$ cat src/rtl/core/red_pkg.sv
package red_pkg;

  localparam int unsigned CountW = 4;
  localparam logic [CountW-1:0] SettleReset = 4'd5;

  // pin level pair, bit 0 is channel a, bit 1 is channel b
  typedef logic [1:0] level_t;
  localparam level_t LvlNone = 2'b00;
  localparam level_t LvlA    = 2'b01;
  localparam level_t LvlB    = 2'b10;
  localparam level_t LvlAB   = 2'b11;

  typedef enum logic [1:0] {
    EvNone  = 2'd0,
    EvLeft  = 2'd1,
    EvRight = 2'd2
  } turn_event_e;

  typedef enum logic [6:0] {
    PhIdle = 7'b0000001,
    PhL1   = 7'b0000010,
    PhL2   = 7'b0000100,
    PhL3   = 7'b0001000,
    PhR1   = 7'b0010000,
    PhR2   = 7'b0100000,
    PhR3   = 7'b1000000
  } phase_e;

  // settled level change handed to the detent sequencer
  typedef struct packed {
    logic   valid;
    level_t level;
  } adv_t;

endpackage

$ cat src/rtl/core/red_seq.sv
module red_seq
  import red_pkg::*;
(
  input  logic        clk_i,
  input  logic        rst_ni,
  input  adv_t        adv_i,
  output turn_event_e event_o
);

  phase_e phase_q, phase_d;
  phase_e nx;
  turn_event_e ev;

  always_comb begin
    nx = PhIdle;
    ev = EvNone;
    if (adv_i.level == LvlB && phase_q != PhR2) begin
      nx = PhL1;
    end else if (adv_i.level == LvlA && phase_q != PhL2) begin
      nx = PhR1;
    end else if (phase_q == PhL2 && adv_i.level == LvlA) begin
      nx = PhL3;
    end else if (phase_q == PhR1 && adv_i.level == LvlNone) begin
      nx = PhR2;
    end else if (phase_q == PhR3 && adv_i.level == LvlAB) begin
      ev = EvRight;
    end else if (phase_q == PhL1 && adv_i.level == LvlNone) begin
      nx = PhL2;
    end else if (phase_q == PhL3 && adv_i.level == LvlAB) begin
      ev = EvLeft;
    end else if (phase_q == PhR2 && adv_i.level == LvlB) begin
      nx = PhR3;
    end
  end

  assign phase_d = adv_i.valid ? nx : phase_q;
  assign event_o = adv_i.valid ? ev : EvNone;

  always_ff @(posedge clk_i or negedge rst_ni) begin
    if (!rst_ni) begin
      phase_q <= PhIdle;
    end else begin
      phase_q <= phase_d;
    end
  end

  a_phase_onehot: assert property (@(posedge clk_i) disable iff (!rst_ni)
    $onehot(phase_q))
    else $error("detent phase not one-hot");

  // a completed path clears the sequencer in the same step
  a_event_clears: assert property (@(posedge clk_i) disable iff (!rst_ni)
    event_o != EvNone |=> phase_q == PhIdle)
    else $error("phase not idle after event");

  a_event_on_both: assert property (@(posedge clk_i) disable iff (!rst_ni)
    event_o != EvNone |-> adv_i.level == LvlAB)
    else $error("event without both channels high");

endmodule

$ cat src/rtl/core/rotary_encoder_detent_decoder.sv
// channel    dir  fields (lsb first)                         handshake
// s_axis     in   pin_a, pin_b                               tvalid / tready
// m_axis     out  turn_event[1:0], settled_a, settled_b      tvalid / tready
// cfg        in   settle_samples[3:0]                        cfg_we_i only
//
// one sample a cycle while s_axis_tready is high; its result is in the output register the next cycle
// debounce counter and detent sequencer update in the same cycle as the accept
// reset clears levels, count and phase; settle_samples returns to 5
// s_axis_tready drops only while a result waits and m_axis_tready is low
module rotary_encoder_detent_decoder
  import red_pkg::*;
(
  input  logic       clk_i,
  input  logic       rst_ni,
  input  logic       cfg_we_i,
  input  logic [3:0] cfg_wdata_i,    // settle_samples
  input  logic       s_axis_tvalid,
  output logic       s_axis_tready,
  input  logic [7:0] s_axis_tdata,   // [0] pin_a, [1] pin_b, rest zero
  output logic       m_axis_tvalid,
  input  logic       m_axis_tready,
  output logic [7:0] m_axis_tdata    // [1:0] turn_event, [2] settled_a, [3] settled_b
);

  logic [CountW-1:0] settle_q;
  level_t            settled_q, settled_d;
  level_t            cand_q, cand_d;
  logic [CountW-1:0] count_q, count_d;
  logic              out_valid_q;
  logic [3:0]        out_data_q;
  logic              accept;
  level_t            lvl;
  adv_t              adv;
  turn_event_e       ev;

  assign s_axis_tready = !out_valid_q || m_axis_tready;
  assign accept        = s_axis_tvalid && s_axis_tready;
  assign lvl           = s_axis_tdata[1:0];

  always_comb begin
    settled_d = settled_q;
    cand_d    = cand_q;
    count_d   = count_q;
    adv.valid = 1'b0;
    adv.level = cand_q;
    if (lvl != settled_q) begin
      if (lvl == cand_q) begin
        count_d = count_q + 1'b1;
      end else begin
        count_d = '0;
        cand_d  = lvl;
      end
      if (count_d == settle_q) begin
        settled_d = cand_d;
        adv.valid = accept;
      end
      adv.level = cand_d;
    end
  end

  red_seq u_seq (
    .clk_i   (clk_i),
    .rst_ni  (rst_ni),
    .adv_i   (adv),
    .event_o (ev)
  );

  always_ff @(posedge clk_i or negedge rst_ni) begin
    if (!rst_ni) begin
      settle_q    <= SettleReset;
      settled_q   <= LvlNone;
      cand_q      <= LvlNone;
      count_q     <= '0;
      out_valid_q <= 1'b0;
    end else begin
      if (cfg_we_i) begin
        settle_q <= cfg_wdata_i;
      end
      if (accept) begin
        settled_q   <= settled_d;
        cand_q      <= cand_d;
        count_q     <= count_d;
        out_valid_q <= 1'b1;
      end else if (m_axis_tready) begin
        out_valid_q <= 1'b0;
      end
    end
  end

  always_ff @(posedge clk_i) begin
    if (accept) begin
      out_data_q <= {settled_d, ev};
    end
  end

  assign m_axis_tvalid = out_valid_q;
  assign m_axis_tdata  = {4'b0000, out_data_q};

  a_settled_on_accept: assert property (@(posedge clk_i) disable iff (!rst_ni)
    !accept |=> $stable(settled_q))
    else $error("settled level moved without an item");

  // a level is only taken over once the count reaches the setting
  a_settle_count: assert property (@(posedge clk_i) disable iff (!rst_ni)
    accept && settled_d != settled_q |-> count_d == settle_q)
    else $error("level settled before count matched");

  a_out_event_level: assert property (@(posedge clk_i) disable iff (!rst_ni)
    out_valid_q && out_data_q[1:0] != EvNone |-> out_data_q[3:2] == LvlAB)
    else $error("event reported on wrong settled level");

endmodule

$ cat config.mk
export PLATFORM = sky130hd
export DESIGN_NAME = rotary_encoder_detent_decoder
export DESIGN_NICKNAME = d
export VERILOG_FILES = /design/src/rtl/core/red_pkg.sv /design/src/rtl/core/red_seq.sv /design/src/rtl/core/rotary_encoder_detent_decoder.sv
export SDC_FILE = /design/constraint.sdc
export NUM_CORES = 1
export LEC_CHECK = 0
export ABC_AREA = 0
export ABC_CLOCK_PERIOD_IN_PS = 3680
export CORE_MARGIN = 1.5
export CORE_UTILIZATION = 30
export CTS_BUF_LIST = sky130_fd_sc_hd__clkbuf_2 sky130_fd_sc_hd__clkbuf_4 sky130_fd_sc_hd__clkbuf_8
export DETAILED_ROUTE_END_ITERATION = 8
export DONT_BUFFER_PORTS = 1
export PLACE_DENSITY_LB_ADDON = 0.3
export SLEW_MARGIN = 20
export SYNTH_ARGS = -nofsm -noshare
export SYNTH_HDL_FRONTEND = slang
export SYNTH_SLANG_ARGS = --single-unit
$ cat constraint.sdc
create_clock -name clk_i -period 3.68 [get_ports clk_i]
set_input_delay 0 -clock clk_i [delete_from_list [all_inputs] [get_ports clk_i]]
set_output_delay 0 -clock clk_i [all_outputs]
set_load 0.02 [all_outputs]
# Word level (Yosys, flattened, before mapping)
# Cells that the tools add are included.
# classes
eq_ne	14
mux	20
n_reduce_logical	16
bitwise	1
add_sub_neg	1
# op_table
operator	n
$mux W7	8
$mux W2	5
$logic_and A1 B1 Y1	9
$mux W4	2
$eq A7 B2 Y1 const B	1
$eq A7 B3 Y1 const B	1
$eq A7 B4 Y1 const B	1
$eq A7 B5 Y1 const B	1
$eq A7 B6 Y1 const B	1
$eq A7 B7 Y1 const B	1
$ne A7 B3 Y1 const B	1
$ne A7 B6 Y1 const B	1
$reduce_or A7 Y1	1
$reduce_or A5 Y1	1
$add A4 B1 Y4 const B	1
$eq A2 B2 Y1 const B	2
$eq A4 B4 Y1	1
$mux W1	4
$mux W3	1
$eq A2 B1 Y1 const B	1
$eq A2 B2 Y1	1
$logic_not A2 Y1	1
$ne A2 B2 Y1	1
$reduce_and A2 Y1	1
4 further kinds	4
# totals
out_inout_bits	10
regBits	24
word_cells	61
inputBits	17

# Logic depth before layout (Yosys ltp)
# Gate-level depths: netlist of run 1.
# logic_depth
ltp_word	16
mapped_depth	8

# Modules after synthesis
# Synthesis of run 1 repeated with hierarchy kept, for this count alone.
# unflattened
cells_unflattened	132
hier_area_um2	1330.0
# by_module_without_submodules
module	area_each_um2	cells_each	instances
rotary_encoder_detent_decoder	905.9	86	1
red_seq	424.2	46	1

# Worst setup path after synthesis of run 1
# No wires, ideal clock.
# synth_timing
path_type	reg2reg
from	register cand_q[0]
to	register u_seq.phase_q[1]
arrival_time_ns	2.069
path_buffers	2
synth_period_minus_slack_ns	2.193
slack_ns	1.487
stages_incl_launch_ff	9
cell_sequence	dfrtp_1 > buf_6 > xnor2_1 > and2_1 > buf_6 > a221o_1 > a21o_1 > nor3_4 > mux2_2
# synth_between
elab_chain_cells	12
word_cells_on_any_way	25
cone_classes	eq/ne: 5; mux: 12; reduce/logical: 8
# synth_lines
element	line	rtl
start, declared	rotary_encoder_detent_decoder.sv:27	level_t cand_q, cand_d;
start signal, assigned	rotary_encoder_detent_decoder.sv:72	cand_q <= LvlNone;
start signal, assigned	rotary_encoder_detent_decoder.sv:81	cand_q <= cand_d;
$eq A2 B2 Y1	rotary_encoder_detent_decoder.sv:47	if (lvl == cand_q) begin
$mux W2	rotary_encoder_detent_decoder.sv:47	
$mux W3 (*)	rotary_encoder_detent_decoder.sv:46	if (lvl != settled_q) begin
$eq A2 B2 Y1	red_seq.sv:25, red_seq.sv:29	
$logic_and A1 B1 Y1	red_seq.sv:29	end else if (phase_q == PhL3 && adv_i.level == LvlAB) begin
$mux W7	red_seq.sv:29	
$mux W7	red_seq.sv:27	end else if (phase_q == PhL1 && adv_i.level == LvlNone) begin
$mux W7	red_seq.sv:25	end else if (phase_q == PhR3 && adv_i.level == LvlAB) begin
$mux W7	red_seq.sv:23	end else if (phase_q == PhR1 && adv_i.level == LvlNone) begin
$mux W7	red_seq.sv:21	end else if (phase_q == PhL2 && adv_i.level == LvlA) begin
$mux W7	red_seq.sv:19	end else if (adv_i.level == LvlA && phase_q != PhL2) begin
$mux W7	red_seq.sv:17	if (adv_i.level == LvlB && phase_q != PhR2) begin
end signal, assigned	red_seq.sv:41	phase_q <= PhIdle;
end signal, assigned	red_seq.sv:43	phase_q <= phase_d;
end, declared	red_seq.sv:10	phase_e phase_q, phase_d;
# Mark *: on every way between the ends. The rest lies on a longest branch, timed or not. The select of a mux whose other input is x is not followed.
# A chain may end at the register's enable or synchronous reset.

# Worst setup path in the final report of run 1
# layout_timing
from	register cand_q[1]
to	register u_seq.phase_q[4]
# The elaborated chain is that of the path after synthesis.

==> flow_summary.ini, run 1 <==
[global_route]
grt_overflow = 0
grt_pass1_wl_mm = 5.10
antenna_found_initial = 0
grt_max_degree = 21
grt_pass1_vias = 1120
grtUsageTotal_pct = 12.2

[clock_network]
hold_buffers = 9
clockBufferDepth = 2
cts.repair.resized = 0
clock_sinks = 24
htree_levels = 1
cts_made_buffers = 3
cts_tree = yes
post_cts_buffers = 0
path_clk_slew_ns = 0.09
ctsRootBufferMaster = clkbuf_8
clock_latency_ns = 0.26

[logic_synthesis]
yosysTopAreaCellShare_pct = 28.6
ys_seq_area_share_pct = 42.0
synth_top_area_cell = dfrtp_1
synth-edff-count = 4
netlist_area_um2 = 1490
netlist_instances = 153
ys_async_sr_fraction_pct = 83.3
ys_ff_latch = 24
ys_warn_count = 0
syn_area_per_cell_um2 = 9.71
ys_types = 46
ys.flop_type = dfrtp_1
synth_area_leaders = dfrtp_1, edfxtp_1, mux2_2

[floorplanning]
rows = 25
core_um2 = 4750
start_util_pct = 31.2
die_y_um = 73.4
dieArea_um2 = 5380
die_x_um = 73.4
io_pins = 27

[route]
drc = 0
ant_nets = 0
drtIter0Drc = 92
firstDrtPassIters = 4
vias_per_cell = 4.98
dr_total_vias = 1121
drt_wl_total_mm = 3.09
wl_per_cell_um = 13.7

[layout]
seq_area_um2 = 624
antenna_cells = 0
nNetsFinal = 177
area_delta_synth_final_pct = 12.3
fill_cells = 498
drive_above_1_share_pct = 13.9
multi_input_area_um2 = 757
stdcell_count = 225

[pwr]
seq_power_share_pct = 44.0
ir_drop_mv = 0.172
internal-power_mw = 0.637
power_leakage_nw = 0.678
cellPowerDensity_nw_per_um2 = 604
switchingPower_mw = 0.369
p_comb_share_pct = 33.2
clkPwrFrac_pct = 22.7
p_sw_share_pct = 36.7

[sta]
fin_setup_tns_ns = 0
setup_viol = 0
tightest_slew_ns = 0.968
slew_headroom_pct = 35.3
min_period_ns = 2.46
setup_ws_ns = 1.22
skew_ns = 0.00348
fmax_mhz = 407
hold_viol = 0
min_period_over_period_pct = 66.7
rsz0062_at_grt = no
slew_violations = 0

[worst_hold_path]
hp-class = input port to flip-flop

[status]
status = completed

[critical_path]
arrival_ns = 2.61
startpoint_type = flip-flop
critPathMaxFanout = 11
worstSetupPathType = flip-flop to flip-flop
cp-end-kind = flip-flop
cp.required_ns = 3.84

[placed_design]
dpl.hpwl_mm = 2.21
port_buffers = 0
pre_cts_ws_ns = 1.24
gp_congestion = 0.786
dp.cells = 212

[flow_run]
maxCapViolations = 0
## cells in the final DEF, fill, tap and decap left out, types with 3 or more instances in the layout
master / netlist / layout
a21o_1: 3 / 3
a21oi_1: 5 / 5
a31oi_1: 5 / 5
clkbuf_8: 0 / 3
conb_1: 1 / 4
dfrtp_1: 17 / 17
dfstp_2: 3 / 3
dlygate4sd3_1: 0 / 9
edfxtp_1: 4 / 4
inv_1: 11 / 11
mux2_2: 10 / 10
mux2i_1: 5 / 5
nand2_1: 12 / 12
nand3_1: 6 / 6
nor2_1: 5 / 5
nor2b_1: 3 / 3
nor3_1: 5 / 5
o21ai_0: 10 / 10
xnor2_1: 5 / 5
xor2_1: 3 / 3
## power by group through the flow
stage | Clock (mW) | Sequential [mW] | Combinational, mW
global route | 0.249 | 0.457 | 0.373
floorplan | 0 | 0.399 | 0.322
finish | 0.229 | 0.443 | 0.334
CTS | 0.239 | 0.442 | 0.336
global placement | 0 | 0.444 | 0.306
detailed placement | 0 | 0.449 | 0.320
## metal layers
layer / vias to the layer above / wire length (µm) / GRT usage (%)
met2: 23 / 1540 / 21.4
met3: 3 / 134 / 2.88
met5: - / 0 / 0
met1: 546 / 1390 / 15.3
li1: 549 / - / -
met4: 0 / 17 / 2.67
## flip-flops by register name, indices dropped and copies added (netlist names)
register	cells
out_data_q	4
count_q	4
settle_q	4
m_axis_tvalid	1
u_seq.phase_q	7
cand_q	2
settled_q	2
## cells in the mapped netlist (all sizes together) (2+ instances only)
library cell and number:
and4 2, a21oi 5, xor2 3, o21ai 10
nor2b 3, inv 11, a21o 3, nand3 6
nand2 12, a31oi 5, dfstp 3, mux2 10
dfrtp 17, and2 2, clkbuf 3, nor4 2
mux2i 5, or2 2, nand2b 2, or3b 2
nor3 6, buf 8, edfxtp 4, nor2 5
xnor2 5
## final timing paths
path                       slack [ns]        startpoint  cells past startpoint                to
max                              1.22         cand_q[1]                      6  u_seq.phase_q[4]
min                              0.12     m_axis_tready                      2     m_axis_tvalid
max reg2reg                      1.22         cand_q[1]                      6  u_seq.phase_q[4]
min reg2reg                      0.48  u_seq.phase_q[0]                      2  u_seq.phase_q[0]
max in group asynchronous        2.76            rst_ni                      1        count_q[2]
min in group asynchronous        0.33            rst_ni                      1  u_seq.phase_q[1]
## worst max-delay path: stages, from the launching register on
cell and delay, ns:
dfrtp_1 0.60, xnor2_1 0.14, and2_1 0.25, a221o_1 0.32, a21o_1 0.21, nor3_4 0.43, mux2_2 0.40
## through the flow
step	power, mW	instance area, µm²	util (%)	hold slack, ns
2_1_floorplan	0.720	1500	-	-0.296
3_3_place_gp	0.750	1510	31.7	-0.295
3_5_place_dp	0.768	1510	31.7	-0.295
4_1_cts	1.02	1670	35.1	0.114
5_1_grt	1.08	1670	35.1	0.130
6_report	1.01	1670	35.1	0.123
## layout make-up
cell class | count | share of cell area, %
sequential | 24 | 37.4
inverter | 11 | 2.48
timing repair buffer | 9 | 5.40
multi-input combinational | 110 | 45.4
clock inverter | 1 | 1.80
tap | 67 | 5.03
clock buffer | 3 | 2.48
## cells by family (layout without fill, tap and decap cells)
family          count (synthesis)  after routing  synth area share, %
buf+inv                        22             24                 7.75
fa+ha+maj                       1              1                0.842
simple gates                   48             48                 18.1
compound gates                 34             34                 15.3
other cells                     1              4                0.252
flops                          24             24                 42.0
xor+xnor                        8              8                 4.72
mux                            15             15                 11.0
No activity file was read; power rests on OpenSTA's default activity.
==> run 2: changes to the inputs <==
- ABC_CLOCK_PERIOD_IN_PS: 3680 -> 2600
- clock period: 3.68 -> 2.6 ns (I/O delays scaled with it)
==> run 2 against run 1 <==
Routed wire length down 2.7%. Via count down 0.27%. Register-to-register slack worse by 0.91 ns. Core utilization up 0.47 points. Clock power up 46%. Combinational power up 55%. Non-clock buffer count up 3. Die area unchanged. Cell count up 1.3%. Global-route usage down 0.50 points. Largest power group unchanged.
==> flow_summary.ini, run 2 (same netlist as run 1, synthesis figures left out) <==
[status]
status = completed

[sta]
setup_viol = 0
min_period_ns = 2.29
tightest_slew_ns = 0.961
skew_ns = 0.00241
slew_violations = 0
min_period_over_period_pct = 88.0
fin_setup_tns_ns = 0
worst_hold_slack_ns = 0.0668
fmax_mhz = 437
hold_viol = 0
rsz0062_at_grt = no
slew_headroom_pct = 35.7

[floorplanning]
rows = 25
core_um2 = 4750
io_pins = 27
start_util_pct = 31.2
die_y_um = 73.4
die_x_um = 73.4
dieArea_um2 = 5380

[clock_network]
cts.repair.resized = 0
clock_sinks = 24
hold_buffers = 9
path_clk_slew_ns = 0.09
cts_made_buffers = 3
clockBufferDepth = 2
cts_tree = yes
clock_latency_ns = 0.27
htree_levels = 1
post_cts_buffers = 0
ctsRootBufferMaster = clkbuf_8

[placed_design]
place_area_um2 = 1530
port_buffers = 0
gp_congestion = 0.789
dpl.hpwl_mm = 2.21

[layout]
final_common_cell = dfrtp_1
final_cell_mix = dfrtp_1, nand2_1, inv_1, mux2_2, o21ai_0
antenna_cells = 0
final_area_um2 = 1690
drive_above_1_share_pct = 15.5
area_delta_synth_final_pct = 13.8
max_flop_register = u_seq.phase_q
fill_cells = 495
fin_util_pct = 35.6
nNetsFinal = 180
largest_reg_flops = 7

[route]
drtIter0Drc = 51
wl_per_cell_um = 13.2
drc = 0
firstDrtPassIters = 4
dr_total_vias = 1118
drt_wl_total_mm = 3.00
ant_nets = 0
vias_per_cell = 4.90

[critical_path]
reg2reg_from = count_q[0]
cp.required_ns = 2.77
cp_slowest_stage_delay_ns = 0.45
arrival_ns = 2.45
worstSetupPathType = flip-flop to flip-flop
crit_chain = nand3_1, xor2_1, a221o_1, a21o_1, nor3_4, mux2_2
crit_start = count_q[0]
critPathMaxFanout = 9
cp-end-kind = flip-flop
crit_slowest_cell = dfrtp_1
startpoint_type = flip-flop

[global_route]
grt_overflow = 0
grtUsageTotal_pct = 11.7
grt_max_degree = 21
grt_pass1_vias = 1102
antenna_found_initial = 0
grt_pass1_wl_mm = 4.86

[worst_hold_path]
hp-class = input port to flip-flop
min-delay-start = m_axis_tready

[flow_run]
maxCapViolations = 0

[pwr]
ir_drop_mv = 0.233
cellPowerDensity_nw_per_um2 = 857
power_leakage_nw = 0.692
-- run 2: changes by cell type in the layout (fill, tap and decap cells not counted) --
cell   delta
buf_4     +3
-- run 2: area by class of cell --
type / count / area [µm²] / share of cell area, %
Multi-Input combinational cell: 110 / 757 / 44.8
Inverter: 11 / 41.3 / 2.44
Clock buffer: 3 / 41.3 / 2.44
Sequential cell: 24 / 624 / 36.9
Timing Repair Buffer: 12 / 113 / 6.66
Tap cell: 67 / 83.8 / 4.96
Clock inverter: 1 / 30.0 / 1.78
-- run 2: stage by stage --
step / setup slack, ns / std cells / power, mW
finish: 0.313 / 228 / 1.45
global placement: 0.360 / 215 / 1.08
detailed placement: 0.305 / 215 / 1.10
global route: 0.152 / 228 / 1.55
floorplan: 0.407 / 156 / 1.02
CTS: 0.300 / 228 / 1.46
-- run 2: worst paths after layout --
path                                     to  slack, ns  cells after the start
min in group asynchronous       settle_q[3]       0.32                      1
min                           m_axis_tvalid       0.07                      3
max                        u_seq.phase_q[4]       0.31                      6
max reg2reg                u_seq.phase_q[4]       0.31                      6
max in group asynchronous  u_seq.phase_q[3]       1.70                      1
min reg2reg                u_seq.phase_q[0]       0.48                      2
-- run 2: worst max-delay path: cells and delay by family (launching register included) --
kind | cells | cell delay (ns)
flip-flops | 1 | 0.45
AND/OR/NAND/NOR | 2 | 0.58
AO/OA/AOI/OAI | 2 | 0.57
multiplexers | 1 | 0.39
XOR/XNOR | 1 | 0.20
-- run 2: power by group --
part	internal, mW	total, mW	leakage [nW]	switching, mW
logic	0.230	0.518	0.372	0.288
clock network	0.206	0.334	0.0357	0.128
registers	0.483	0.597	0.284	0.114
total	0.920	1.45	0.692	0.529
-- run 2: routing by layer --
layer,wire [µm],GRT usage (%),vias up
met5,0,0,-
met4,23,3.70,0
met3,104,2.74,2
met2,1490,20.9,18
met1,1390,13.9,543
li1,-,-,555
==> run 3: changes to the inputs <==
- BUFFER_PORTS_ARGS: default -> -buffer_cell sky130_fd_sc_hd__buf_2
- DONT_BUFFER_PORTS: 1 -> default
==> run 3 against run 2 <==
Sequential share of layout area down 1.3 points. Global-route usage down 0.24 points. Critical path depth unchanged. Maximum frequency down 0.76%. Power up 0.21%. Hold slack worse by 0.046 ns. Die area unchanged. Count of clock-buffer cells in the layout unchanged. Routed wire length down 3.7%. Core utilization up 1.3 points. Clock skew down 0.00089 ns. Register-to-register slack worse by 0.02 ns. Largest power group unchanged.
==> flow_summary.ini, run 3 (same netlist as run 1, synthesis figures left out) <==
[clock_network]
clock_sinks = 24
clock_latency_ns = 0.27
path_clk_slew_ns = 0.09
hold_buffers = 8
ctsRootBufferMaster = clkbuf_8
cts_tree = yes
post_cts_buffers = 0
clockBufferDepth = 2
cts.repair.resized = 0
cts_made_buffers = 3
htree_levels = 1

[sta]
setup_ws_ns = 0.295
setup_viol = 0
skew_ns = 0.00152
min_period_over_period_pct = 88.6
fmax_mhz = 434
slew_violations = 0
rsz0062_at_grt = no
hold_viol = 0
min_period_ns = 2.30
fin_setup_tns_ns = 0

[critical_path]
rr_endpoint = u_seq.phase_q[4]
ff2ff_path_depth = 6
cp_slowest_stage_delay_ns = 0.45
arrival_ns = 2.47
reg2reg_from = count_q[0]
crit_slowest_cell = dfrtp_1
worst_path_dominant_cell_family = simple AND/OR/NAND/NOR gates
crit_buf_inv = 0
r2r_setup_slack_ns = 0.30
startpoint_type = flip-flop
critPathMaxFanout = 9
cp.required_ns = 2.76
crit_chain = nand3_1, xor2_1, a221o_1, a21o_1, nor3_4, mux2_2
worstSetupPathType = flip-flop to flip-flop
cp-end-kind = flip-flop

[global_route]
grt_pass1_vias = 1068
grt_overflow = 0
grtUsageTotal_pct = 11.5
grt_max_degree = 21
grt_pass1_wl_mm = 4.77
antenna_found_initial = 0

[layout]
area_delta_synth_final_pct = 18.0
antenna_cells = 0
drive_above_1_share_pct = 22.9
nNetsFinal = 194
stdcell_count = 242
max_flop_register = u_seq.phase_q
final_common_cell = dfrtp_1
fill_cells = 485
largest_reg_flops = 7
final_cell_mix = dfrtp_1, buf_2, nand2_1, inv_1

[route]
dr_total_vias = 1141
ant_nets = 0
wl_per_cell_um = 11.9
route.met3.wl_um = 80
vias_per_cell = 4.71
wl_met1_mm = 1.52
drc = 0
drt_wl_total_mm = 2.89
firstDrtPassIters = 4
top_layer = met4
drtIter0Drc = 53
met2_length_mm = 1.26

[worst_hold_path]
min_to = m_axis_tvalid
hp-class = input port to flip-flop
hold_depth = 3
min-delay-start = m_axis_tready

[status]
status = completed

[floorplanning]
dieArea_um2 = 5380
rows = 25
die_x_um = 73.4
die_y_um = 73.4
core_um2 = 4750
io_pins = 27
start_util_pct = 31.2

[pwr]
power_leakage_nw = 0.745
cellPowerDensity_nw_per_um2 = 828
ir_drop_mv = 0.266
power_mw = 1.45

[placed_design]
gp_congestion = 0.801
pre_cts_ws_ns = 0.317
dpl.hpwl_mm = 2.09
dp.cells = 230
port_buffers = 16

[flow_run]
maxCapViolations = 0
==> run 3: area by class of cell <==
| class | instances | area (µm²) | share of cell area, % |
|---|---|---|---|
| multi-input cells | 110 | 757 | 43.2 |
| flip-flops and latches | 24 | 624 | 35.6 |
| repair buffers | 26 | 175 | 9.99 |
| well taps | 67 | 83.8 | 4.78 |
| clock buffers | 3 | 41.3 | 2.36 |
| inverters | 11 | 41.3 | 2.36 |
| clock inverters | 1 | 30.0 | 1.71 |
==> run 3: worst max-delay path by stage <==
| stage | cells after the start | end | startpoint |
|---|---|---|---|
| final | 6 | u_seq.phase_q[4] | count_q[0] |
| after floorplan | 8 | u_seq.phase_q[1] | cand_q[0] |
| after global routing | 6 | u_seq.phase_q[4] | count_q[0] |
| after global placement | 6 | u_seq.phase_q[4] | count_q[0] |
| after detailed placement | 6 | u_seq.phase_q[4] | count_q[0] |
| after CTS | 6 | u_seq.phase_q[4] | count_q[0] |
==> run 3: power by group <==
group	leakage [nW]	internal (mW)	total, mW	switching, mW
clock network	0.0357	0.206	0.332	0.126
registers	0.284	0.483	0.580	0.0972
logic	0.425	0.239	0.541	0.302
==> run 3: metal layers <==
| metal | up-vias | track usage (%) |
|---|---|---|
| met5 | - | 0 |
| met4 | 0 | 3.09 |
| met3 | 3 | 2.47 |
| met2 | 19 | 17.9 |
| met1 | 537 | 16.1 |
| li1 | 582 | - |
==> run 3: worst min-delay path: cells and delay by family <==
family	cells	cell delay (ns)
buffers and inverters	1	0.07
and+or+nand+nor	2	0.19
==> run 3: through the flow <==
stage          hold slack [ns]  utilization [%]  cell area (µm²)
6_report                0.0208             36.9             1750
3_3_place_gp           -0.0158             33.7             1600
5_1_grt                 0.0474             36.9             1750
2_1_floorplan           -0.296                -             1500
4_1_cts                 0.0132             36.9             1750
3_5_place_dp          -0.00949             33.7             1600
